### src/hw/rtl/ghpf_pkg.sv
// shared types, constants and helpers of the gaussian high-pass filter
// no dependencies
package ghpf_pkg;

  localparam int CH_W         = 8;
  localparam int PIX_W        = 3 * CH_W;
  localparam int POS_OUT_W    = 10;
  localparam int FRAME_SIZE_W = 11;
  localparam int WEIGHT_W     = 16;
  localparam int NUM_WEIGHTS  = 6;
  localparam int CFG_W        = 16;
  localparam int IDX_W        = 3;
  localparam int KERNEL_RADIUS = 2;
  localparam int KERNEL_SPAN  = 2 * KERNEL_RADIUS + 1;
  localparam int RING_ROWS    = 16;
  localparam int RING_W       = $clog2(RING_ROWS);
  localparam int QUEUE_DEPTH  = 2;
  // 25 taps of 255 * 65535 and 25 weights of 65535
  localparam int ACC_W        = 29;
  localparam int WSUM_W       = 21;
  localparam logic [CH_W-1:0] HALF_GREY = 8'd128;

  localparam logic OP_PIXEL = 1'b0;
  localparam logic OP_FLUSH = 1'b1;

  localparam logic [IDX_W-1:0] REG_FRAME_WIDTH   = 3'd0;
  localparam logic [IDX_W-1:0] REG_FRAME_HEIGHT  = 3'd1;
  localparam logic [IDX_W-1:0] REG_WEIGHT_CENTER = 3'd2;

  localparam logic [FRAME_SIZE_W-1:0] FRAME_SIZE_RESET = 11'd1024;

  typedef logic [WEIGHT_W-1:0] weight_t;
  typedef weight_t [NUM_WEIGHTS-1:0] weights_t;

  localparam weights_t WEIGHTS_RESET = {16'd783, 16'd1525, 16'd1905,
                                        16'd2971, 16'd3711, 16'd4634};

  // weight class from absolute offsets: 0, 1, 2, 4, 5, 8 squared distance
  function automatic logic [2:0] weight_index(input logic [1:0] ay, input logic [1:0] ax);
    logic [2:0] idx;
    if (ay == 2'd0 && ax == 2'd0) idx = 3'd0;
    else if ((ay == 2'd0 && ax == 2'd1) || (ay == 2'd1 && ax == 2'd0)) idx = 3'd1;
    else if (ay == 2'd1 && ax == 2'd1) idx = 3'd2;
    else if ((ay == 2'd0 && ax == 2'd2) || (ay == 2'd2 && ax == 2'd0)) idx = 3'd3;
    else if ((ay == 2'd1 && ax == 2'd2) || (ay == 2'd2 && ax == 2'd1)) idx = 3'd4;
    else idx = 3'd5;
    return idx;
  endfunction

  // distance of a kernel tap from the center row or column
  function automatic logic [1:0] tap_offset(input logic [2:0] k);
    logic [1:0] d;
    if (k >= 3'(KERNEL_RADIUS)) d = 2'(k - 3'(KERNEL_RADIUS));
    else d = 2'(3'(KERNEL_RADIUS) - k);
    return d;
  endfunction

endpackage

### src/hw/rtl/ghpf_queue.sv
// short job queue between the front and back ends
// depends on ghpf_pkg
module ghpf_queue #(
  parameter int WIDTH = 32
) (
  input  logic             clk,
  input  logic             rst,
  input  logic             push,
  input  logic [WIDTH-1:0] push_data,
  output logic             full,
  input  logic             pop,
  output logic             valid,
  output logic [WIDTH-1:0] pop_data
);
  import ghpf_pkg::*;

  localparam int PW = (QUEUE_DEPTH > 1) ? $clog2(QUEUE_DEPTH) : 1;
  localparam int NW = $clog2(QUEUE_DEPTH + 1);

  logic [WIDTH-1:0] entries [QUEUE_DEPTH];
  logic [PW-1:0]    wr_ptr, rd_ptr;
  logic [NW-1:0]    count;

  assign full     = (count == NW'(QUEUE_DEPTH));
  assign valid    = (count != '0);
  assign pop_data = entries[rd_ptr];

  always_ff @(posedge clk) begin
    if (rst) begin
      wr_ptr <= '0;
      rd_ptr <= '0;
      count  <= '0;
    end else begin
      if (push) wr_ptr <= (wr_ptr == PW'(QUEUE_DEPTH - 1)) ? '0 : wr_ptr + 1'b1;
      if (pop) rd_ptr <= (rd_ptr == PW'(QUEUE_DEPTH - 1)) ? '0 : rd_ptr + 1'b1;
      if (push && !pop) count <= count + 1'b1;
      else if (pop && !push) count <= count - 1'b1;
    end
  end

  always_ff @(posedge clk) begin
    if (push) entries[wr_ptr] <= push_data;
  end
endmodule

### config.mk
export PLATFORM = sky130hd
export DESIGN_NAME = ghpf_queue
export DESIGN_NICKNAME = d
export VERILOG_FILES = /design/src/hw/rtl/ghpf_pkg.sv /design/src/hw/rtl/ghpf_queue.sv
export SDC_FILE = /design/constraint.sdc
export NUM_CORES = 1
export LEC_CHECK = 0
export BUFFER_PORTS_ARGS = -buffer_cell sky130_fd_sc_hd__buf_2
export CORE_AREA = 2 2 85 67
export CTS_CLUSTER_SIZE = 16
export DETAILED_ROUTE_END_ITERATION = 6
export DIE_AREA = 0 0 87 69
export GPL_ROUTABILITY_DRIVEN = 0
export PLACE_DENSITY = 0.73
export SLEW_MARGIN = 20
export SYNTH_ARGS = -nofsm -noshare
export SYNTH_HDL_FRONTEND = slang
export SYNTH_SLANG_ARGS = --single-unit
### constraint.sdc
create_clock -name clk -period 7 [get_ports clk]
set_input_delay 1.05 -clock clk [delete_from_list [all_inputs] [get_ports clk]]
set_output_delay 1.05 -clock clk [all_outputs]
set_load 0.02 [all_outputs]
==> metrics.csv <==
stage,metric,value,unit
logic_synthesis,syn_area,2520,µm²
global_routing,grt_pass1_wl,6.40,mm
worst_setup_path,endpoint_kind,primary output,
sta,fin_skew,7.44,ps
logic_synthesis,yosys_warnings,0,
logic_synthesis,yosys.area.top_type,edfxtp_1,
cts,numCtsBuffers,9,
pwr,leakage,1.20,nW
pwr,p_int,700,µW
sta,setup_viol,0,
logic_synthesis,yosys-top-cells-count,"64 x edfxtp_1, 30 x mux2_2, 5 x dfxtp_1, 4 x nor2_1, 3 x buf_4",
worst_hold_path,worstHoldPathType,flip-flop to flip-flop,
global_routing,overflow,0,
global_routing,grt_max_degree,33,
pwr,p_switching,212,µW
die,die_y,69,µm
worst_setup_path,r2r_end,entries[1][12],
cts,cts-hold-fix-buffers,0,
layout,fin_area,3130,µm²
layout,fin_nets,237,
layout,area_growth,24.2,%
layout,num_antenna_cells,0,
logic_synthesis,synthDistinctLibCells,18,
cts,tritoncts,yes,
worst_setup_path,start_kind,flip-flop,
worst_setup_path,path_cells,"buf_4, mux2_2, buf_2",
pwr,clkPwrFrac,0.335,
sta,worst_slew_pin_slew,910,ps
sta,fin_crit,2840,ps
pwr,ir_drop,0.138,mV
layout,drive_gt1_frac,0.576,
cts,cts_resized,0,
global_routing,globalRouteMet1Util,0.167,
sta,fin_setup_tns,0,ps
worst_setup_path,rrSetupSlack,5280,ps
routing,routedWlPerCell,15.8,µm
global_routing,grt_util_met3,0.0850,
worst_setup_path,reg2reg_depth,2,
pwr,p_sw_frac,0.233,
place,numPortBuffers,69,
global_routing,antenna_found_initial,0,
status,status,"complete, no violations",
worst_setup_path,path_delay_family,buffers and inverters,
logic_synthesis,synth_area_leaders,"edfxtp_1 76%, mux2_2 13%, dfxtp_1 4.0%",
cts,htree_levels,3,
die,pin_count,70,
worst_setup_path,r2r_start,wr_ptr,
worst_setup_path,arrival,1790,ps
worst_setup_path,crit_path_end,pop_data[11],
worst_setup_path,path_buf_inv,2,
logic_synthesis,syn_inst,122,
job,max-cap-violations,0,
logic_synthesis,synthesis.nets,159,
logic_synthesis,ys_async_sr_fraction,0,
worst_setup_path,critical_path_class,flip-flop to primary output,
sta,relSlewSlack,0.392,
cts,clk_latency,330,ps
die,fp-row-count,23,
sta,final_hold_viol_count,0,
pwr,combPwrFrac,0.129,
die,die_area,6000,µm²
global_routing,grt_pass1_vias,1366,
die,die_w,87,µm
routing,detail_route.first_pass.iterations,4,
worst_setup_path,crit_required,5950,ps
logic_synthesis,synth_edf_count,64,
pwr,p_per_area,292,nW/µm²
cts,cts-root-buf,clkbuf_8,
sta,rsz0062_at_grt,false,
cts,postCtsSetupBuffers,0,
global_routing,top_usage_layer,met2,
routing,vias,1327,
worst_setup_path,path_depth,3,
die,initial_core_util,0.489,
logic_synthesis,synth_ff_type,edfxtp_1,
routing,drtIter0Drc,33,
sta,slew_violations,0,
worst_setup_path,crit_fanout,26,
worst_setup_path,crit_slowest_cell,dfxtp_1,
place,hpwlAfterDp,2.96,mm
routing,drtAntennaViolNets,0,
cts,clk_pin_slew,70,ps
global_routing,grtUsageTotal,0.149,
routing,drc,0,
routing,viasPerCell,4.97,
cts,clockBufferDepth,2,
logic_synthesis,yosysSeqAreaShare,0.802,
pwr,p_seq_frac,0.536,
logic_synthesis,synth.most_common_cell,edfxtp_1,
routing,routed_wl,4.21,mm
logic_synthesis,ys_ff_latch,69,
sta,fin_crit_sh,0.405,
sta,max_freq,352,MHz
global_routing,use_met2,0.232,
die,core_area,5150,µm²
logic_synthesis,syn_area_per_cell,20.7,µm²
cts,clock_sinks,69,
worst_setup_path,cpPeakStageDelay,490,ps
place,dpl_cell_area,2940,µm²
logic_synthesis,synth_top_area_frac,0.763,
## per-layer routing
| metal | part of all wire | wire, µm | vias up |
|---|---|---|---|
| met1 | 0.41 | 1730 | 638 |
| met4 | 0.020 | 83 | 0 |
| met5 | 0 | 0 | - |
| met3 | 0.085 | 359 | 10 |
| li1 | - | - | 624 |
| met2 | 0.49 | 2040 | 55 |
## state kept, by name, indices dropped and copies added (netlist names), named ones only
| name | flops |
|---|---|
| count | 2 |
| entries | 64 |
| wr_ptr | 1 |
| rd_ptr | 1 |
## cell usage in the layout, fill, tap and decap left out
cell type / instances
a21oi_1: 1
and2_1: 1
and2b_2: 1
buf_2: 69
buf_4: 2
bufinv_16: 1
clkbuf_1: 1
clkbuf_8: 10
clkinv_1: 1
clkinv_2: 2
clkinvlp_4: 1
dfxtp_1: 5
edfxtp_1: 64
ha_1: 1
inv_1: 1
mux2_1: 2
mux2_2: 30
nor2_1: 4
nor2b_4: 1
o21ai_0: 1
or2_2: 1
or3_1: 1
xnor2_1: 2
xor2_1: 2
## kinds of logic (layout without fill, tap and decap cells)
family                     after synthesis  after routing  synth area share
AOI/OAI and AO/OA                        2              2           0.00397
xor gates and xnor gates                 4              4            0.0139
adders and majority gates                1              1           0.00496
buffers and inverters                    5             88            0.0124
DFF                                     69             69             0.802
muxes                                   32             32             0.143
and+or+nand+nor                          9              9            0.0194
## metrics by stage
step           hold slack (ps)  setup slack, ps  utilization  cells  total power [mW]
3_5_place_dp               528             4500        0.570    251             0.617
2_1_floorplan              456             4080            -    122             0.573
6_report                   540             4160        0.608    267             0.913
5_1_grt                    595             4050        0.608    267             0.949
3_3_place_gp               471             4570        0.570    251             0.611
4_1_cts                    546             4120        0.608    267             0.924
## power by group through the flow
stage / clock [mW] / sequential (mW) / combinational [mW]
2_1_floorplan: 0 / 0.494 / 0.0788
6_report: 0.306 / 0.489 / 0.118
3_3_place_gp: 0 / 0.496 / 0.115
3_5_place_dp: 0 / 0.498 / 0.119
4_1_cts: 0.315 / 0.489 / 0.120
5_1_grt: 0.331 / 0.491 / 0.127
## worst min-delay path by stage
stage               cells after the start  slack [ps]      from       end
finish                                  2         540    rd_ptr    rd_ptr
global route                            2         600  count[1]  count[1]
CTS                                     2         550    rd_ptr    rd_ptr
detailed placement                      2         530    rd_ptr    rd_ptr
global placement                        2         470  count[1]  count[1]
floorplan                               2         460  count[1]  count[1]
## worst min-delay path, delay by kind of cell, from the launching register on
| kind | cells | cell delay (ps) |
|---|---|---|
| and+or+nand+nor | 1 | 80 |
| xor gates and xnor gates | 1 | 100 |
| DFF | 1 | 330 |
## final cells by class
type | count | area (µm²)
tap | 62 | 77.6
clock buffer | 11 | 141
timing repair buffer | 71 | 360
fill | 409 | 2020
sequential | 69 | 2020
inverter | 1 | 3.75
multi-input combinational | 48 | 474
clock inverter | 5 | 51.3
No activity file was read; power rests on OpenSTA's default activity.
