File: src/hw/rtl/ghpf_pkg.sv
// shared types, constants and helpers of the gaussian high-pass filter
// no dependencies
package ghpf_pkg;

  localparam int CH_W         = 8;
  localparam int PIX_W        = 3 * CH_W;
  localparam int POS_OUT_W    = 10;
  localparam int FRAME_SIZE_W = 11;
  localparam int WEIGHT_W     = 16;
  localparam int NUM_WEIGHTS  = 6;
  localparam int CFG_W        = 16;
  localparam int IDX_W        = 3;
  localparam int KERNEL_RADIUS = 2;
  localparam int KERNEL_SPAN  = 2 * KERNEL_RADIUS + 1;
  localparam int RING_ROWS    = 16;
  localparam int RING_W       = $clog2(RING_ROWS);
  localparam int QUEUE_DEPTH  = 2;
  // 25 taps of 255 * 65535 and 25 weights of 65535
  localparam int ACC_W        = 29;
  localparam int WSUM_W       = 21;
  localparam logic [CH_W-1:0] HALF_GREY = 8'd128;

  localparam logic OP_PIXEL = 1'b0;
  localparam logic OP_FLUSH = 1'b1;

  localparam logic [IDX_W-1:0] REG_FRAME_WIDTH   = 3'd0;
  localparam logic [IDX_W-1:0] REG_FRAME_HEIGHT  = 3'd1;
  localparam logic [IDX_W-1:0] REG_WEIGHT_CENTER = 3'd2;

  localparam logic [FRAME_SIZE_W-1:0] FRAME_SIZE_RESET = 11'd1024;

  typedef logic [WEIGHT_W-1:0] weight_t;
  typedef weight_t [NUM_WEIGHTS-1:0] weights_t;

  localparam weights_t WEIGHTS_RESET = {16'd783, 16'd1525, 16'd1905,
                                        16'd2971, 16'd3711, 16'd4634};

  // weight class from absolute offsets: 0, 1, 2, 4, 5, 8 squared distance
  function automatic logic [2:0] weight_index(input logic [1:0] ay, input logic [1:0] ax);
    logic [2:0] idx;
    if (ay == 2'd0 && ax == 2'd0) idx = 3'd0;
    else if ((ay == 2'd0 && ax == 2'd1) || (ay == 2'd1 && ax == 2'd0)) idx = 3'd1;
    else if (ay == 2'd1 && ax == 2'd1) idx = 3'd2;
    else if ((ay == 2'd0 && ax == 2'd2) || (ay == 2'd2 && ax == 2'd0)) idx = 3'd3;
    else if ((ay == 2'd1 && ax == 2'd2) || (ay == 2'd2 && ax == 2'd1)) idx = 3'd4;
    else idx = 3'd5;
    return idx;
  endfunction

  // distance of a kernel tap from the center row or column
  function automatic logic [1:0] tap_offset(input logic [2:0] k);
    logic [1:0] d;
    if (k >= 3'(KERNEL_RADIUS)) d = 2'(k - 3'(KERNEL_RADIUS));
    else d = 2'(3'(KERNEL_RADIUS) - k);
    return d;
  endfunction

endpackage

File: src/hw/rtl/ghpf_pixel_if.sv
// input pixel channel of the gaussian high-pass filter
// depends on nothing
interface ghpf_pixel_if;
  logic       valid;
  logic       ready;
  logic       opcode;
  logic [7:0] red_in;
  logic [7:0] green_in;
  logic [7:0] blue_in;

  modport source (output valid, opcode, red_in, green_in, blue_in, input ready);
  modport sink (input valid, opcode, red_in, green_in, blue_in, output ready);
endinterface

File: src/hw/rtl/ghpf_front.sv
// front end: takes pixels, writes the line memory, tracks positions, issues output jobs
// depends on ghpf_pkg and ghpf_pixel_if
module ghpf_front #(
  parameter int MAX_WIDTH  = 1024,
  parameter int MAX_HEIGHT = 1024,
  localparam int CW = $clog2(MAX_WIDTH),
  localparam int RW = $clog2(MAX_HEIGHT),
  localparam int WW = $clog2(MAX_WIDTH + 1),
  localparam int HW = $clog2(MAX_HEIGHT + 1),
  localparam int JOB_W = RW + CW + ghpf_pkg::RING_W + 1,
  localparam int ADDR_W = ghpf_pkg::RING_W + CW
) (
  input  logic                       clk,
  input  logic                       rst,
  ghpf_pixel_if.sink                 pixel,
  input  logic                       restart,
  input  logic [WW-1:0]              width,
  input  logic [HW-1:0]              height,
  input  logic                       queue_full,
  output logic                       push,
  output logic [JOB_W-1:0]           job,
  output logic                       store_en,
  output logic [ADDR_W-1:0]          store_addr,
  output logic [ghpf_pkg::PIX_W-1:0] store_data
);
  import ghpf_pkg::*;

  typedef struct packed {
    logic [RW-1:0]     row;
    logic [CW-1:0]     col;
    logic [RING_W-1:0] phys;
    logic              last;
  } job_t;

  logic [CW-1:0]     in_col, in_col_next, out_col, out_col_next;
  logic [RW-1:0]     in_row, in_row_next, out_row, out_row_next;
  logic [RING_W-1:0] phys_in, phys_in_next, phys_out, phys_out_next;
  logic              in_full, in_full_next, full_mid, take, avail, last, accept;
  logic [WW:0]       need_c, nc, wm1;
  logic [HW:0]       need_r, nr, hm1;
  job_t              job_s;

  assign pixel.ready = !queue_full;
  assign accept      = pixel.valid && pixel.ready;
  assign take        = (pixel.opcode == OP_PIXEL) && !in_full;

  always_comb begin
    in_col_next   = in_col;
    in_row_next   = in_row;
    full_mid      = in_full;
    phys_in_next  = phys_in;
    out_col_next  = out_col;
    out_row_next  = out_row;
    phys_out_next = phys_out;
    last          = 1'b0;
    if (take) begin
      if (WW'(WW'(in_col) + 1'b1) >= width) begin
        in_col_next  = '0;
        phys_in_next = phys_in + 1'b1;
        if (HW'(HW'(in_row) + 1'b1) >= height) begin
          in_row_next = '0;
          full_mid    = 1'b1;
        end else begin
          in_row_next = in_row + 1'b1;
        end
      end else begin
        in_col_next = in_col + 1'b1;
      end
    end
    nr     = (HW+1)'(out_row) + (HW+1)'(KERNEL_RADIUS);
    hm1    = (HW+1)'(height) - 1'b1;
    need_r = (nr > hm1) ? hm1 : nr;
    nc     = (WW+1)'(out_col) + (WW+1)'(KERNEL_RADIUS);
    wm1    = (WW+1)'(width) - 1'b1;
    need_c = (nc > wm1) ? wm1 : nc;
    avail  = full_mid || (need_r < (HW+1)'(in_row_next)) ||
             (need_r == (HW+1)'(in_row_next) && need_c < (WW+1)'(in_col_next));
    if (avail) begin
      if (WW'(WW'(out_col) + 1'b1) >= width) begin
        out_col_next  = '0;
        phys_out_next = phys_out + 1'b1;
        if (HW'(HW'(out_row) + 1'b1) >= height) begin
          out_row_next = '0;
          last         = 1'b1;
        end else begin
          out_row_next = out_row + 1'b1;
        end
      end else begin
        out_col_next = out_col + 1'b1;
      end
    end
    in_full_next = last ? 1'b0 : full_mid;
  end

  always_ff @(posedge clk) begin
    if (rst || restart) begin
      in_col   <= '0;
      in_row   <= '0;
      in_full  <= 1'b0;
      phys_in  <= '0;
      out_col  <= '0;
      out_row  <= '0;
      phys_out <= '0;
    end else if (accept) begin
      in_col  <= in_col_next;
      in_row  <= in_row_next;
      in_full <= in_full_next;
      phys_in <= phys_in_next;
      if (avail) begin
        out_col  <= out_col_next;
        out_row  <= out_row_next;
        phys_out <= phys_out_next;
      end
    end
  end

  assign job_s.row  = out_row;
  assign job_s.col  = out_col;
  assign job_s.phys = phys_out;
  assign job_s.last = last;
  assign job        = job_s;
  assign push       = accept && avail;

  assign store_en   = accept && take;
  assign store_addr = {phys_in, in_col};
  assign store_data = {pixel.red_in, pixel.green_in, pixel.blue_in};
endmodule

File: src/flat_wrapper.sv
// flat-port wrapper written by rule: the top's interface ports become plain ports
module ghpf_front_flat import ghpf_pkg::*;
#(
  parameter int MAX_WIDTH  = 1024,
  parameter int MAX_HEIGHT = 1024,
  localparam int CW = $clog2(MAX_WIDTH),
  localparam int RW = $clog2(MAX_HEIGHT),
  localparam int WW = $clog2(MAX_WIDTH + 1),
  localparam int HW = $clog2(MAX_HEIGHT + 1),
  localparam int JOB_W = RW + CW + ghpf_pkg::RING_W + 1,
  localparam int ADDR_W = ghpf_pkg::RING_W + CW
)
  (clk, rst, restart, width, height, queue_full, push, job, store_en, store_addr, store_data, pixel_valid, pixel_opcode, pixel_red_in, pixel_green_in, pixel_blue_in, pixel_ready);
  ghpf_pixel_if pixel_i ();
  input  logic clk;
  input  logic rst;
  input  logic restart;
  input  logic [WW-1:0] width;
  input  logic [HW-1:0] height;
  input  logic queue_full;
  output logic push;
  output logic [JOB_W-1:0] job;
  output logic store_en;
  output logic [ADDR_W-1:0] store_addr;
  output logic [ghpf_pkg::PIX_W-1:0] store_data;
  input wire logic [$bits(pixel_i.valid)-1:0] pixel_valid;
  input wire logic [$bits(pixel_i.opcode)-1:0] pixel_opcode;
  input wire logic [$bits(pixel_i.red_in)-1:0] pixel_red_in;
  input wire logic [$bits(pixel_i.green_in)-1:0] pixel_green_in;
  input wire logic [$bits(pixel_i.blue_in)-1:0] pixel_blue_in;
  output wire logic [$bits(pixel_i.ready)-1:0] pixel_ready;
  assign pixel_i.valid = pixel_valid;
  assign pixel_i.opcode = pixel_opcode;
  assign pixel_i.red_in = pixel_red_in;
  assign pixel_i.green_in = pixel_green_in;
  assign pixel_i.blue_in = pixel_blue_in;
  assign pixel_ready = pixel_i.ready;
  ghpf_front #(.MAX_WIDTH(MAX_WIDTH), .MAX_HEIGHT(MAX_HEIGHT)) u_core (.clk(clk), .rst(rst), .pixel(pixel_i), .restart(restart), .width(width), .height(height), .queue_full(queue_full), .push(push), .job(job), .store_en(store_en), .store_addr(store_addr), .store_data(store_data));
endmodule
File: config.mk
export PLATFORM = sky130hd
export DESIGN_NAME = ghpf_front_flat
export DESIGN_NICKNAME = d
export VERILOG_FILES = /design/src/hw/rtl/ghpf_pkg.sv /design/src/hw/rtl/ghpf_pixel_if.sv /design/src/hw/rtl/ghpf_front.sv /design/src/flat_wrapper.sv
export SDC_FILE = /design/constraint.sdc
export NUM_CORES = 1
export LEC_CHECK = 0
export BUFFER_PORTS_ARGS = -buffer_cell sky130_fd_sc_hd__buf_2
export CAP_MARGIN = 20
export CORE_ASPECT_RATIO = 0.6
export CORE_MARGIN = 2
export CORE_UTILIZATION = 44
export CTS_CLUSTER_SIZE = 12
export DETAILED_ROUTE_END_ITERATION = 8
export GPL_TIMING_DRIVEN = 0
export PLACE_DENSITY = 0.76
export SLEW_MARGIN = 5
export SYNTH_ARGS = -nofsm -noshare
export SYNTH_HDL_FRONTEND = slang
export SYNTH_SLANG_ARGS = --single-unit
File: constraint.sdc
create_clock -name clk -period 9.9 [get_ports clk]
set_clock_uncertainty 0.2 [all_clocks]
set_input_delay 1.98 -clock clk [delete_from_list [all_inputs] [get_ports clk]]
set_output_delay 1.98 -clock clk [all_outputs]
set_load 0.01 [all_outputs]
==> metrics.txt <==
worst vdd ir=0.0624 mV; Data arrival, critical path=7.44 ns; final setup vio count=0; Slew @ Worst Pin=around 0.77 ns; core region area=13100 sq um; I/O Buffers=93; most frequent cells after synthesis=95 x ha_1, 72 x nor2_1, 57 x a21oi_1; P&R area growth vs syn=14.1%; minimum clock period=9.62 ns; HPWL Detailed=13.9 mm; RD Place Congestion=between 0.9 and 1; post-synthesis sequential area ratio=16.4%; post-synth top area share=19.8%; leakage=3.32 nW; Critical Path Start Type=input port; layout cell share with drive strength beyond 1=16.2%; total number of vias=5959; internal power=0.000323 W; CTS sink count=49; Clock Root Buffer=clkbuf_16; reg2reg setup slack=roughly 3.3 ns; Post-CTS Setup Inserts=0; part of the cycle the worst path needs=97.2%; hold path start=u_core.phys_out[3]; status=finished, final reports clean; Synth Cell Area=6000 sq um; cell with the most instances after synthesis=ha_1; GRT Total Usage=23.1%; met2 WL=6.20 mm; DP Worst Slack=-0.170 ns; Ant. Diodes=0; worst r2r path cells=25; CTS Hold Bufs=0; die width=155 um; H-tree levels=2; EDFF count, synth=0; largest net degree at the start of global routing=14; first-pass iteration count of the detailed router=5; crit path kind=in2out; Rows=32; clock power share=38.3%; final hold vios=0; post-synth top area cell=ha_1; Async SR Flop Fraction=0%; final wirelength=17.0 mm; Avg Cell Area, Syn=7.59 sq um; initial core utilization=45.9%; CP Max Fanout=10; M1 wire length=slightly above 9 mm; DIE AREA=14600 sq um; Cell variety after synth=57; max frequency=0.104 GHz; predominant post-synthesis flop cell=dfxtp_1; CP startpoint=width[3]; fillers=around 1300; metal3 WL=between 1 and 1.5 mm; Net Sw Power=between 0.0001 and 0.00015 W; endpoint of the worst-slack reg-to-reg timing path=u_core.out_col[5]; Finished Core Util=a little over half; vias per inst=5.62; DR top layer=met4; CTS Buf Count=5; first-pass GRT wire length=26.7 mm; vias in the first global route=5114; initial antenna violation count=0; switching part of the total=between 20% and 30%; WL per Instance=16.0 um; clock latency on the worst-skew pair=0.30 ns; CTS Buffer Depth=2; crit end category=output port; RSZ-0062 raised after global routing=no; Area contributors post-synth=ha_1 20%, dfxtp_1 16%, xnor2_1 5.7%, a21oi_1 4.8%, nor2_1 4.5%; TritonCTS clock tree=yes; fin nets=just over 1000; Hold Path Class=reg2reg; Worst EP required=between 7 and 8 ns; I/O pin count=about 120; global route total overflow=0; Flop pwr share=about 45%; Die Ht=~94 um; Gate power share=17.1%; Syn Nets=937; ANT nets after route=0; DR DRC count=0; Yosys warnings=0; Max Slew Vio Count=0; Cells after Synth=790; register bit count reported by yosys=49; reg2reg start=u_core.in_row[0]; Max-slew headroom=between 40% and 50%; DR iter-0 viols=422; Max-Cap Viols=0; crit path to=job[0]; final worst slack=0.276 ns; PwrDens=64.7 nW/um^2; Reg clk slew, reported paths=0.06 ns
-- through the flow --
stage | power [W] | hold WS, ns | cells | instance area [sq um] | TNS (ns)
final | 0.000443 | 0.272 | 1061 | 6840 | 0
after global routing | 0.000461 | 0.323 | 1061 | 6840 | 0
after CTS | 0.000441 | 0.276 | 1061 | 6820 | 0
after detailed placement | 0.000275 | 0.265 | 1053 | 6670 | -0.170
after global placement | 0.000274 | 0.256 | 1053 | 6670 | -0.219
after floorplan | 0.000248 | 0.282 | 790 | 6000 | 0
-- routing by layer --
| metal | global-route usage [%] | vias up |
|---|---|---|
| met2 | 29.2 | 222 |
| met5 | 0 | - |
| met3 | 4.08 | 11 |
| li1 | - | 3013 |
| met4 | 3.32 | 0 |
| met1 | 38.9 | 2713 |
-- power by group through the flow --
stage	combinational [W]	clock [W]	sequential, W
2_1_floorplan	0.0000465	0	0.000202
3_3_place_gp	0.0000724	0	0.000202
3_5_place_dp	0.0000735	0	0.000202
4_1_cts	0.0000739	0.000169	0.000197
5_1_grt	0.0000836	0.000180	0.000197
6_report	0.0000758	0.000169	0.000197
-- cell type report --
cell class	count	area, sq um	area share, %
tap	170	213	3.11
timing repair buffer	93	465	6.80
multi-input combinational	636	4540	66.3
sequential	49	981	14.3
inverter	50	188	2.74
buffer	55	323	4.72
clock buffer	8	136	1.99
-- worst min path at each step --
| stage | depth (start not counted) | slack, ns | endpoint |
|---|---|---|---|
| 5_1_grt | 2 | 0.32 | u_core.phys_in[1] |
| 3_5_place_dp | 2 | 0.27 | u_core.phys_out[3] |
| 2_1_floorplan | 2 | 0.28 | u_core.in_row[3] |
| 4_1_cts | 2 | 0.28 | u_core.phys_out[3] |
| 3_3_place_gp | 2 | 0.26 | u_core.phys_out[3] |
| 6_report | 2 | 0.27 | u_core.phys_out[3] |
-- kinds of logic (layout without fill, tap and decap cells) --
group	Yosys count	after routing	share of synthesized area, %
AO/OA/AOI/OAI	192	192	20.6
adder cells (fa/ha/maj)	95	95	19.8
multiplexers	18	18	3.13
buffers and inverters	105	206	8.43
flip-flops	49	49	16.4
AND/OR/NAND/NOR	266	266	22.2
XOR/XNOR	65	65	9.50
-- timing repair --
item | 4_1_cts | 5_1_grt
resized for setup | 1 | 10
setup endpoints to repair | 1 | 2
pin swaps | 0 | 0
-- cell usage in the layout (no fill, tap or decap), types with 25 or more instances in the layout --
cell type  instances
a21oi_1           56
buf_2             94
buf_4             25
clkbuf_1          27
dfxtp_1           49
ha_1              95
inv_1             49
nand2_1           48
nor2_1            72
o21ai_0           40
xnor2_1           39
xor2_1            26
-- worst max-delay path, cell delays in order --
cell and delay, ns:
buf_2 0.12, or4_4 0.57, or4_4 0.44, nor3_1 0.23, nor2_1 0.07, ha_1 0.29
nand3_1 0.11, nor3_1 0.06, a211o_1 0.31, a21oi_2 0.36, clkbuf_2 0.33, a21oi_1 0.13
ha_1 0.32, a21o_1 0.12, a211oi_1 0.07, nor3_1 0.26, nor3_1 0.09, mux2_4 0.29
a31o_4 0.26, a221o_1 0.42, buf_6 0.17, and3_1 0.17, buf_4 0.13, buf_2 0.13
-- state kept, by name, summed over array words and instances (netlist names) --
register and flops:
u_core.in_col 10, u_core.in_full 1, u_core.in_row 10, u_core.out_col 10, u_core.out_row 10, u_core.phys_in 4
u_core.phys_out 4
Power figures use the tool's default switching activity.
